$ cat config.mk
export PLATFORM = sky130hd
export DESIGN_NAME = npc_cell
export DESIGN_NICKNAME = d
export VERILOG_FILES = /design/src/hw/rtl/npc_pkg.sv /design/src/hw/rtl/npc_cell.sv
export SDC_FILE = /design/constraint.sdc
export NUM_CORES = 1
export LEC_CHECK = 0
export BUFFER_PORTS_ARGS = -buffer_cell sky130_fd_sc_hd__buf_2
export CAP_MARGIN = 25
export CORE_UTILIZATION = 45
export DETAILED_ROUTE_END_ITERATION = 7
export GPL_TIMING_DRIVEN = 0
export PLACE_DENSITY = 0.6
export SLEW_MARGIN = 20
export SYNTH_ARGS = -nofsm -noshare
export SYNTH_HDL_FRONTEND = slang
export SYNTH_SLANG_ARGS = --single-unit
$ cat constraint.sdc
create_clock -name i_clk -period 6 [get_ports i_clk]
set_input_delay 0.9 -clock i_clk [delete_from_list [all_inputs] [get_ports i_clk]]
set_output_delay 0.9 -clock i_clk [all_outputs]
set_load 0.02 [all_outputs]
$ cat src/hw/rtl/npc_pkg.sv
// Package: shared types and constants for the nearest palette color block.
`timescale 1ns / 1ps
`default_nettype none
package npc_pkg;

    localparam int PALETTE_SIZE_DEF = 24;
    localparam int IDX_W  = 5;
    localparam int COL_W  = 8;
    localparam int DIST_W = 20;

    localparam logic OP_WRITE = 1'b0;
    localparam logic OP_QUERY = 1'b1;

    localparam logic [9:0] RED_BASE  = 10'd512;
    localparam logic [9:0] BLUE_BASE = 10'd767;

    typedef struct packed {
        logic              op;
        logic [IDX_W-1:0]  idx;
        logic [COL_W-1:0]  red;
        logic [COL_W-1:0]  green;
        logic [COL_W-1:0]  blue;
        logic [IDX_W-1:0]  best_idx;
        logic [23:0]       best_rgb;
        logic [DIST_W-1:0] best_d;
    } t_item;

    function automatic logic [COL_W-1:0] abs_diff(input logic [COL_W-1:0] a,
                                                  input logic [COL_W-1:0] b);
        return (a >= b) ? (a - b) : (b - a);
    endfunction

endpackage
`default_nettype wire

$ cat src/hw/rtl/npc_cell.sv
// Chain cell: holds one palette entry, updates the running best of a passing query.
`timescale 1ns / 1ps
`default_nettype none
module npc_cell import npc_pkg::*; #(
    parameter int CELL_ID = 0
) (
    input  wire logic  i_clk,
    input  wire logic  i_rst_n,
    input  wire logic  i_en,
    input  wire logic  i_valid,
    input  wire t_item i_item,
    output logic       o_valid,
    output t_item      o_item
);

    logic [23:0] r_entry;

    logic  r_v1, r_v2, r_v3, r_v4;
    t_item r_it1, r_it2, r_it3, r_it4;
    logic [23:0] r_e1, r_e2, r_e3;

    logic [COL_W-1:0] r_adr, r_adg, r_adb, r_rm;
    logic [15:0]      r_sr, r_sg, r_sb;
    logic [9:0]       r_wr, r_wb;
    logic [17:0]      r_tr, r_tg, r_tb;

    logic             wr_hit;
    logic [8:0]       rsum;
    logic [25:0]      prod_r, prod_b;
    logic [DIST_W-1:0] sum_d;
    t_item            n_it4;

    assign wr_hit = i_valid && (i_item.op == OP_WRITE) &&
                    ({{(32-IDX_W){1'b0}}, i_item.idx} == 32'(CELL_ID));
    assign rsum   = {1'b0, i_item.red} + {1'b0, r_entry[23:16]};
    assign prod_r = {16'd0, r_wr} * {10'd0, r_sr};
    assign prod_b = {16'd0, r_wb} * {10'd0, r_sb};
    assign sum_d  = {2'b00, r_tr} + {2'b00, r_tg} + {2'b00, r_tb};

    always_comb begin
        n_it4 = r_it3;
        if (r_it3.op == OP_QUERY && sum_d < r_it3.best_d) begin
            n_it4.best_d   = sum_d;
            n_it4.best_idx = IDX_W'(CELL_ID);
            n_it4.best_rgb = r_e3;
        end
    end

    always_ff @(posedge i_clk) begin
        if (!i_rst_n) begin
            r_v1 <= 1'b0;
            r_v2 <= 1'b0;
            r_v3 <= 1'b0;
            r_v4 <= 1'b0;
        end else if (i_en) begin
            r_v1 <= i_valid;
            r_v2 <= r_v1;
            r_v3 <= r_v2;
            r_v4 <= r_v3;
        end
    end

    always_ff @(posedge i_clk) begin
        if (i_en) begin
            if (wr_hit) begin
                r_entry <= {i_item.red, i_item.green, i_item.blue};
            end
            // stage 1: differences and mean red
            r_it1 <= i_item;
            r_e1  <= r_entry;
            r_adr <= abs_diff(i_item.red,   r_entry[23:16]);
            r_adg <= abs_diff(i_item.green, r_entry[15:8]);
            r_adb <= abs_diff(i_item.blue,  r_entry[7:0]);
            r_rm  <= rsum[8:1];
            // stage 2: squares and weights
            r_it2 <= r_it1;
            r_e2  <= r_e1;
            r_sr  <= {8'd0, r_adr} * {8'd0, r_adr};
            r_sg  <= {8'd0, r_adg} * {8'd0, r_adg};
            r_sb  <= {8'd0, r_adb} * {8'd0, r_adb};
            r_wr  <= RED_BASE + {2'b00, r_rm};
            r_wb  <= BLUE_BASE - {2'b00, r_rm};
            // stage 3: weighted terms
            r_it3 <= r_it2;
            r_e3  <= r_e2;
            r_tr  <= prod_r[25:8];
            r_tg  <= {r_sg, 2'b00};
            r_tb  <= prod_b[25:8];
            // stage 4: sum and compare
            r_it4 <= n_it4;
        end
    end

    assign o_valid = r_v4;
    assign o_item  = r_it4;

endmodule
`default_nettype wire

Word-level counts from Yosys, hierarchy flattened

Cells that the tools add are included.

Flip-flop bits (word level): 568
Input port bits: 83
Output and inout bits: 80

$add $sub $neg: 11
Reduce and logical (&&, ||, !) cells: 5
Bitwise logic cells: 1
Magnitude comparators: 4
Mux-type cells: 4
$mul: 5

Operator list:

| operator                | number |
|---|---|
| $mul A10 B16 Y26        | 2 |
| $mul A8 B8 Y16          | 3 |
| $sub A8 B8 Y8           | 6 |
| $mux W44                | 1 |
| $ge A8 B8 Y1            | 3 |
| $mux W8                 | 3 |
| $add A19 B18 Y20        | 1 |
| $lt A20 B20 Y1          | 1 |
| $add A18 B18 Y19        | 1 |
| $add A10 B8 Y10 const A | 1 |
| $sub A10 B8 Y10 const A | 1 |
| $add A8 B8 Y9           | 1 |
| $logic_not A5 Y1        | 1 |
| $logic_and A1 B1 Y1     | 3 |
| $reduce_and A2 Y1       | 1 |
| $not A1 Y1              | 1 |

Logic depth before layout (Yosys ltp)

Gate-level depths: netlist (run 1).

Word-level depth: 5
Mapped depth: 20
Depth with buffers taken out: 19

Worst setup path after synthesis (run 1)

Ideal clock, no wire load.

Kind: flip-flop to flip-flop
Start: reg r_wr[1]
End: reg r_tr[14], data pin
Path buffers: 1
Data arrival time: 5.170 ns
Slack: 0.574 ns
Cell stages (with the launch flop): 20
Cell sequence: edfxtp_1 -> clkbuf_1 -> nand2_1 -> fa_1 -> inv_1 -> fa_1 -> inv_1 -> fa_1 -> inv_1 -> fa_1 -> inv_1 -> fa_1 -> inv_1 -> ha_1 -> a21o_1 -> a211oi_2 -> a21boi_0 -> o211a_1 -> or4_1 -> and3_1

Word-level cells in the longest chain between the ends: 1

RTL lines:

| what                     | RTL line       | RTL |
|---|---|---|
| start: declaration       | npc_cell.sv:24 | `logic [9:0] r_wr, r_wb;` |
| start signal: assignment | npc_cell.sv:81 | `r_wr <= RED_BASE + {2'b00, r_rm};` |
| $mul A10 B16 Y26         | npc_cell.sv:36 | `assign prod_r = {16'd0, r_wr} * {10'd0, r_sr};` |
| net prod_r[22]           | npc_cell.sv:29 | `logic [25:0] prod_r, prod_b;` |
| end signal: assignment   | npc_cell.sv:86 | `r_tr <= prod_r[25:8];` |
| end: declaration         | npc_cell.sv:25 | `logic [17:0] r_tr, r_tg, r_tb;` |

The timed path passes the listed nets, and every way through them passes these cells.
A chain may end at the register's enable or synchronous reset.

Final worst setup path (run 1)

Start: reg r_wr[5]
End: reg r_tr[13], data pin

Same word-level chain as after synthesis.

==> results of run 1 <==
-- worst paths after layout --
check | startpoint | endpoint | slack [ns] | cells past startpoint
max reg2reg | r_wr[5]$_DFFE_PP_ | r_tr[13]$_DFFE_PP_ | 0.19 | 18
min reg2reg | r_it2[23]$_DFFE_PP_ | r_it3[23]$_DFFE_PP_ | 0.41 | 0
max | r_wr[5]$_DFFE_PP_ | r_tr[13]$_DFFE_PP_ | 0.19 | 18
min | r_it2[23]$_DFFE_PP_ | r_it3[23]$_DFFE_PP_ | 0.41 | 0
-- synthesized netlist by cell type (3+ instances only) --
library cell,count,area (um2)
a211o_1,5,43.8
a211oi_1,15,113
a21boi_0,6,45.0
a21o_1,36,270
a21oi_1,104,521
a31o_2,3,26.3
a31oi_1,5,31.3
a41o_1,3,30.0
and2_1,168,1050
and3_1,10,62.6
buf_2,6,30.0
clkbuf_1,31,116
dfxtp_1,4,80.1
edfxtp_1,556,16700
fa_1,280,5610
ha_1,322,4030
inv_1,399,1500
mux2_2,46,518
mux2i_1,20,200
nand2_1,200,751
nand2b_1,16,100
nand3_1,18,90.1
nand4_1,3,18.8
nor2_1,67,251
nor2b_1,25,156
nor3_1,21,105
nor4_1,4,25.0
o211ai_1,9,67.6
o21a_1,16,120
o21ai_0,44,220
o21bai_1,16,120
o31ai_1,4,30.0
or2_2,14,87.6
or3_1,8,50.1
xnor2_1,94,823
xor2_1,26,228
-- worst register-to-register path, stage by stage (launching register included) --
cell	delay, ns
edfxtp_1	0.55
clkbuf_2	0.28
and2_1	0.20
fa_1	0.41
fa_1	0.48
fa_1	0.51
fa_1	0.52
inv_1	0.06
fa_1	0.48
inv_1	0.04
ha_1	0.35
and4_1	0.27
a211oi_4	0.28
nand3b_1	0.17
a221oi_4	0.37
buf_4	0.18
nand2_1	0.05
o311ai_0	0.11
xnor2_1	0.19
-- through the flow --
step | instances | hold WS, ns | area, um2 | setup TNS [ns] | util, %
5_1_grt | 3967 | 0.379 | 38900 | -0.0138 | 51.3
6_report | 3967 | 0.414 | 38900 | 0 | 51.3
3_5_place_dp | 3848 | 0.405 | 36900 | -1.14 | 48.5
4_1_cts | 3962 | 0.377 | 38900 | 0 | 51.2
2_1_floorplan | 2647 | 0.400 | 34600 | 0 | -
3_3_place_gp | 3839 | 0.401 | 36700 | -2152.04 | 48.3
-- cell families after synthesis --
| group | share of synthesized area, % |
|---|---|
| other | 0.0109 |
| AOI/OAI and AO/OA | 5.46 |
| and+or+nand+nor | 8.21 |
| adders and majority gates | 27.9 |
| xor gates and xnor gates | 3.04 |
| DFF | 48.5 |
| buffers and inverters | 4.77 |
| muxes | 2.08 |
-- layer usage --
metal	GRT usage (%)	share of wire, %	up-vias
li1	-	-	9427
met1	23.5	46	9775
met2	28.2	47	386
met3	3.50	5.5	90
met4	4.06	1.9	10
met5	0	0.11	-
-- area by class of cell --
type / instances / area (um2)
Fill cell: 6514 / 37000
Sequential cell: 560 / 16800
Multi-Input combinational cell: 1650 / 16200
Clock buffer: 67 / 1510
Inverter: 399 / 1500
Tap cell: 1030 / 1290
Timing Repair Buffer: 181 / 1060
Clock inverter: 43 / 452
Buffer: 36 / 173
Antenna cell: 1 / 2.50
-- state kept, by name (all words and copies together) (netlist names), 18 cells and up --
name,count
r_tb,18
r_e3,24
r_it3,49
r_it1,79
r_it2,79
r_tr,18
r_e2,24
n_it4,30
r_e1,24
r_entry,24
o_item,79
-- timing repair --
item / CTS / global route
gates cloned: 0 / 0
endpoints found under the setup margin: 11 / 21
setup buffers: 4 / 6
pin swaps: 1 / 4
gates resized for setup: 6 / 25
==> impl_metrics.tcl, run 1 <==
set metrics [dict create \
    setup_viol 0 \
    overflow 0 \
    grt_pass1_vias 20709 \
    ys_types 63 \
    clk_root_buffer_cell "clkbuf_16" \
    routed_wl_mm 65.2 \
    worst_path_max_delay_cell "edfxtp_1" \
    vias 19688 \
    crit_fanout 10 \
    drive_above_1_share_pct 12.4 \
    ys_ff_latch 560 \
    start_kind "register" \
    relSlewSlack_pct 47.0 \
    layout_common_cells "edfxtp_1, inv_1, ha_1" \
    grt_max_degree 111 \
    cts_tree "done" \
    arrival_ns 6.10 \
    final_nets 3572 \
    fin_crit_sh_pct 96.8 \
    synth_enable_flop_cells 556 \
    critPathMaxStageDelay_ns 0.55 \
    die_area_um2 77900 \
    slew_viol_final 0 \
    max_cap_viol_count 0 \
    place_congestion 0.868 \
    yosysSeqAreaShare_pct 48.5 \
    grt.total_usage_pct 17.2 \
    cts_buffers 59 \
    endpoint_kind "register" \
    die_width_um 279 \
    yosysWarnings 0 \
    setup_ws_ns 0.191 \
    viasPerCell 4.96 \
    clock_latency_ns 0.64 \
    grt_pass1_wl_mm 107 \
    dpl_worst_slack_ns -0.241 \
    tightest_slew_ns 0.788 \
    crit_family "adder cells" \
    cts_hold_buffers 0 \
    avgSynthCellArea_um2 13.1 \
    wire_per_inst_um 16.4 \
    fp.coreArea_um2 75900 \
    min_path_type "reg -> reg" \
    clock_path_buffers 3 \
    antenna_found_initial 7 \
    fin_skew_ns 0.0678 \
    final_common_cell "edfxtp_1" \
    period_needed_ns 5.81 \
    drc 0 \
    io_buffer_count 162 \
    critPathRequiredTime_ns 6.29 \
    path_clk_slew_ns 0.06 \
    crit_path_frequent_cell "fa_1" \
    drt-initial-drc-count 1017 \
    rows 101 \
    synthFlopType "edfxtp_1" \
    syn_inst 2638 \
    ant_nets 0 \
    area_growth_pct 12.7 \
    initial_utilization_pct 45.5 \
    cts_sinks 560 \
    ys_async_sr_fraction_pct 0 \
    dp_hpwl_mm 49.9 \
    die_height_um 279 \
    htree_levels 2 \
    worstPathBufferInverterCount 4 \
    first_pass_iters 5 \
    path_class "reg -> reg" \
    syn_area_um2 34600 \
    crit_path_cell_trace "clkbuf_2 > and2_1 > fa_1 > fa_1 > fa_1 > fa_1 > inv_1 > fa_1 > inv_1 > ha_1 > and4_1 > a211oi_4 > nand3b_1 > a221oi_4 > buf_4 > nand2_1 > o311ai_0 > xnor2_1" \
    clock.fmax_mhz 172 \
    finalHoldViolCount 0 \
    io_pins 163 \
    run_status "finished clean" \
]
Power of run 1 is left out: the tool's default activity adds up to more than one toggle a clock period on the data nets, which glitch-free logic cannot reach.
==> inputs of run 2 (changes only) <==
- CTS_BUF_LIST: unset -> sky130_fd_sc_hd__clkbuf_4 sky130_fd_sc_hd__clkbuf_8 sky130_fd_sc_hd__clkbuf_16
- SETUP_SLACK_MARGIN: unset -> 0.5
==> run 2 against run 1 <==
  * Worst setup slack better by 0.45 ns
  * Clock skew up 0.0026 ns
  * Die area unchanged
  * Non-clock buffer count up 52
  * Via count up 1.2%
  * Worst hold slack about the same
  * Register-to-register slack better by 0.45 ns
  * Sequential share of layout area down 0.84 points
  * Core utilization up 1.0 points
  * Wire length up 2.1%
  * Critical path type unchanged
  * Critical endpoint is now r_tr[16]$_DFFE_PP_
  * Largest cell class unchanged
==> impl_metrics.tcl, run 2 (same netlist as run 1, synthesis figures left out) <==
set metrics [dict create \
    cts_buffers 59 \
    clock_path_buffers 3 \
    crit_fanout 5 \
    grt_busiest_layer "met2" \
    final_nets 3624 \
    grt.total_usage_pct 17.5 \
    htree_levels 2 \
    rsz0062_at_grt "yes" \
    viasPerCell 4.96 \
    arrival_ns 5.82 \
    max_cap_viol_count 0 \
    routed_wl_mm 66.5 \
    clock.fmax_mhz 187 \
    wire_per_inst_um 16.6 \
    initial_utilization_pct 45.5 \
    antenna_found_initial 9 \
    met2_usage_pct 28.6 \
    io_pins 163 \
    whs_path_depth 0 \
    critPathRequiredTime_ns 6.46 \
    die_area_um2 77900 \
    setup_tns_ns 0 \
    clk_root_buffer_cell "clkbuf_16" \
    path_class "reg -> reg" \
    die_height_um 279 \
    area_growth_pct 15.0 \
    crit_family "adder cells" \
    cts_sinks 560 \
    grt_pass1_wl_mm 108 \
    grtUsageMet1_pct 23.7 \
    crit_path_frequent_cell "fa_1" \
    path_clk_slew_ns 0.07 \
    io_buffer_count 162 \
    final_common_cell "edfxtp_1" \
    min_path_type "reg -> reg" \
    first_pass_iters 5 \
    hp-start "r_it2[23]$_DFFE_PP_" \
    vias 19933 \
    ant_nets 0 \
    relSlewSlack_pct 47.5 \
    worstReg2RegStart "r_wr[2]$_DFFE_PP_" \
    overflow 0 \
    worstPathBufferInverterCount 8 \
    grt_max_degree 111 \
    start_kind "register" \
    critPathMaxStageDelay_ns 0.51 \
    drc 0 \
    worst_path_max_delay_cell "fa_1" \
    use_met3_pct 3.56 \
    r2r-end "r_tr[16]$_DFFE_PP_" \
    finalHoldViolCount 0 \
    cts_tree "done" \
    die_width_um 279 \
    fin_crit_sh_pct 89.3 \
    period_needed_ns 5.36 \
    crit_path_cell_trace "buf_6 > clkbuf_16 > nand2_4 > fa_1 > inv_2 > fa_1 > inv_1 > fa_1 > inv_1 > fa_1 > inv_2 > fa_1 > inv_2 > ha_4 > a21o_1 > a211oi_4 > nand3b_1 > a221oi_4 > buf_6 > a21oi_4 > mux2_4 > a211oi_2" \
    fp.coreArea_um2 75900 \
    place_congestion 0.868 \
    layout_common_cells "edfxtp_1, inv_1, ha_1" \
    drt-initial-drc-count 953 \
    run_status "finished clean" \
    slew_viol_final 0 \
    drive_above_1_share_pct 15.4 \
    rows 101 \
    endpoint_kind "register" \
    dp_hpwl_mm 49.9 \
    grt_pass1_vias 20905 \
    clock_latency_ns 0.64 \
    hold_end "r_it3[23]$_DFFE_PP_" \
    tightest_slew_ns 0.782 \
    rrSetupSlack_ns 0.64 \
    setup_viol 0 \
    reg2regPathDepth 22 \
    fin_skew_ns 0.0704 \
]
-- run 2: cell types whose count changed in the layout (fill, tap and decap cells not counted), moves of 7 or more --
| cell | delta |
|---|---|
| clkbuf_1 | -11 |
| clkbuf_4 | +9 |
| buf_4 | +44 |
| ha_4 | +7 |
| buf_6 | +7 |
| ha_1 | -7 |
-- run 2: through the flow --
step | cells | worst slack, ns | util [%] | hold WS, ns | area (um2)
2_1_floorplan | 2647 | 0.574 | - | 0.400 | 34600
3_3_place_gp | 3839 | -8.82 | 48.3 | 0.401 | 36700
3_5_place_dp | 3848 | -0.241 | 48.5 | 0.405 | 36900
4_1_cts | 3987 | 0.488 | 51.7 | 0.374 | 39300
5_1_grt | 4019 | 0.403 | 52.3 | 0.379 | 39700
6_report | 4019 | 0.639 | 52.3 | 0.414 | 39700
-- run 2: worst max-delay path by stage --
| stage | slack (ns) | startpoint | endpoint | cells past startpoint |
|---|---|---|---|---|
| final | 0.64 | r_wr[2]$_DFFE_PP_ | r_tr[16]$_DFFE_PP_ | 22 |
| after global routing | 0.40 | r_wr[2]$_DFFE_PP_ | r_tr[17]$_DFFE_PP_ | 22 |
| after CTS | 0.49 | r_wr[2]$_DFFE_PP_ | r_tr[17]$_DFFE_PP_ | 21 |
| after detailed placement | -0.24 | r_wr[1]$_DFFE_PP_ | r_tr[14]$_DFFE_PP_ | 19 |
| after global placement | -8.82 | i_en | r_entry[9]$_DFFE_PP_ | 4 |
| after floorplan | 0.57 | r_wr[1]$_DFFE_PP_ | r_tr[14]$_DFFE_PP_ | 19 |
-- run 2: worst register-to-register path: cells and delay by family, from the launching register on --
| kind | cells | cell delay [ns] |
|---|---|---|
| compound gates | 5 | 0.94 |
| fa+ha+maj | 6 | 2.71 |
| buf+inv | 8 | 0.66 |
| flops | 1 | 0.34 |
| mux | 1 | 0.32 |
| simple gates | 2 | 0.22 |
-- run 2: per-layer routing --
| metal | share of wire [%] | vias to the layer above |
|---|---|---|
| met5 | 0.11 | - |
| met4 | 2.3 | 10 |
| met3 | 5.6 | 113 |
| met2 | 47 | 423 |
| met1 | 45 | 9862 |
| li1 | - | 9525 |
-- run 2: what timing repair did --
action | CTS | global route
pin swaps | 16 | 19
resized for setup | 55 | 53
buffers inserted | 29 | 30
hold buffers | 0 | 0
endpoints found under the setup margin | 58 | 68
cloned | 0 | 1
-- run 2: final cells by class --
type	instances	area, um2
repair buffers	231	1480
clock buffers	67	1540
fillers	6442	36200
multi-input cells	1650	16400
diodes	1	2.50
clock inverters	43	452
flip-flops and latches	560	16800
plain buffers	38	273
inverters	399	1500
well taps	1030	1290
Power of run 2 is left out for the same reason.
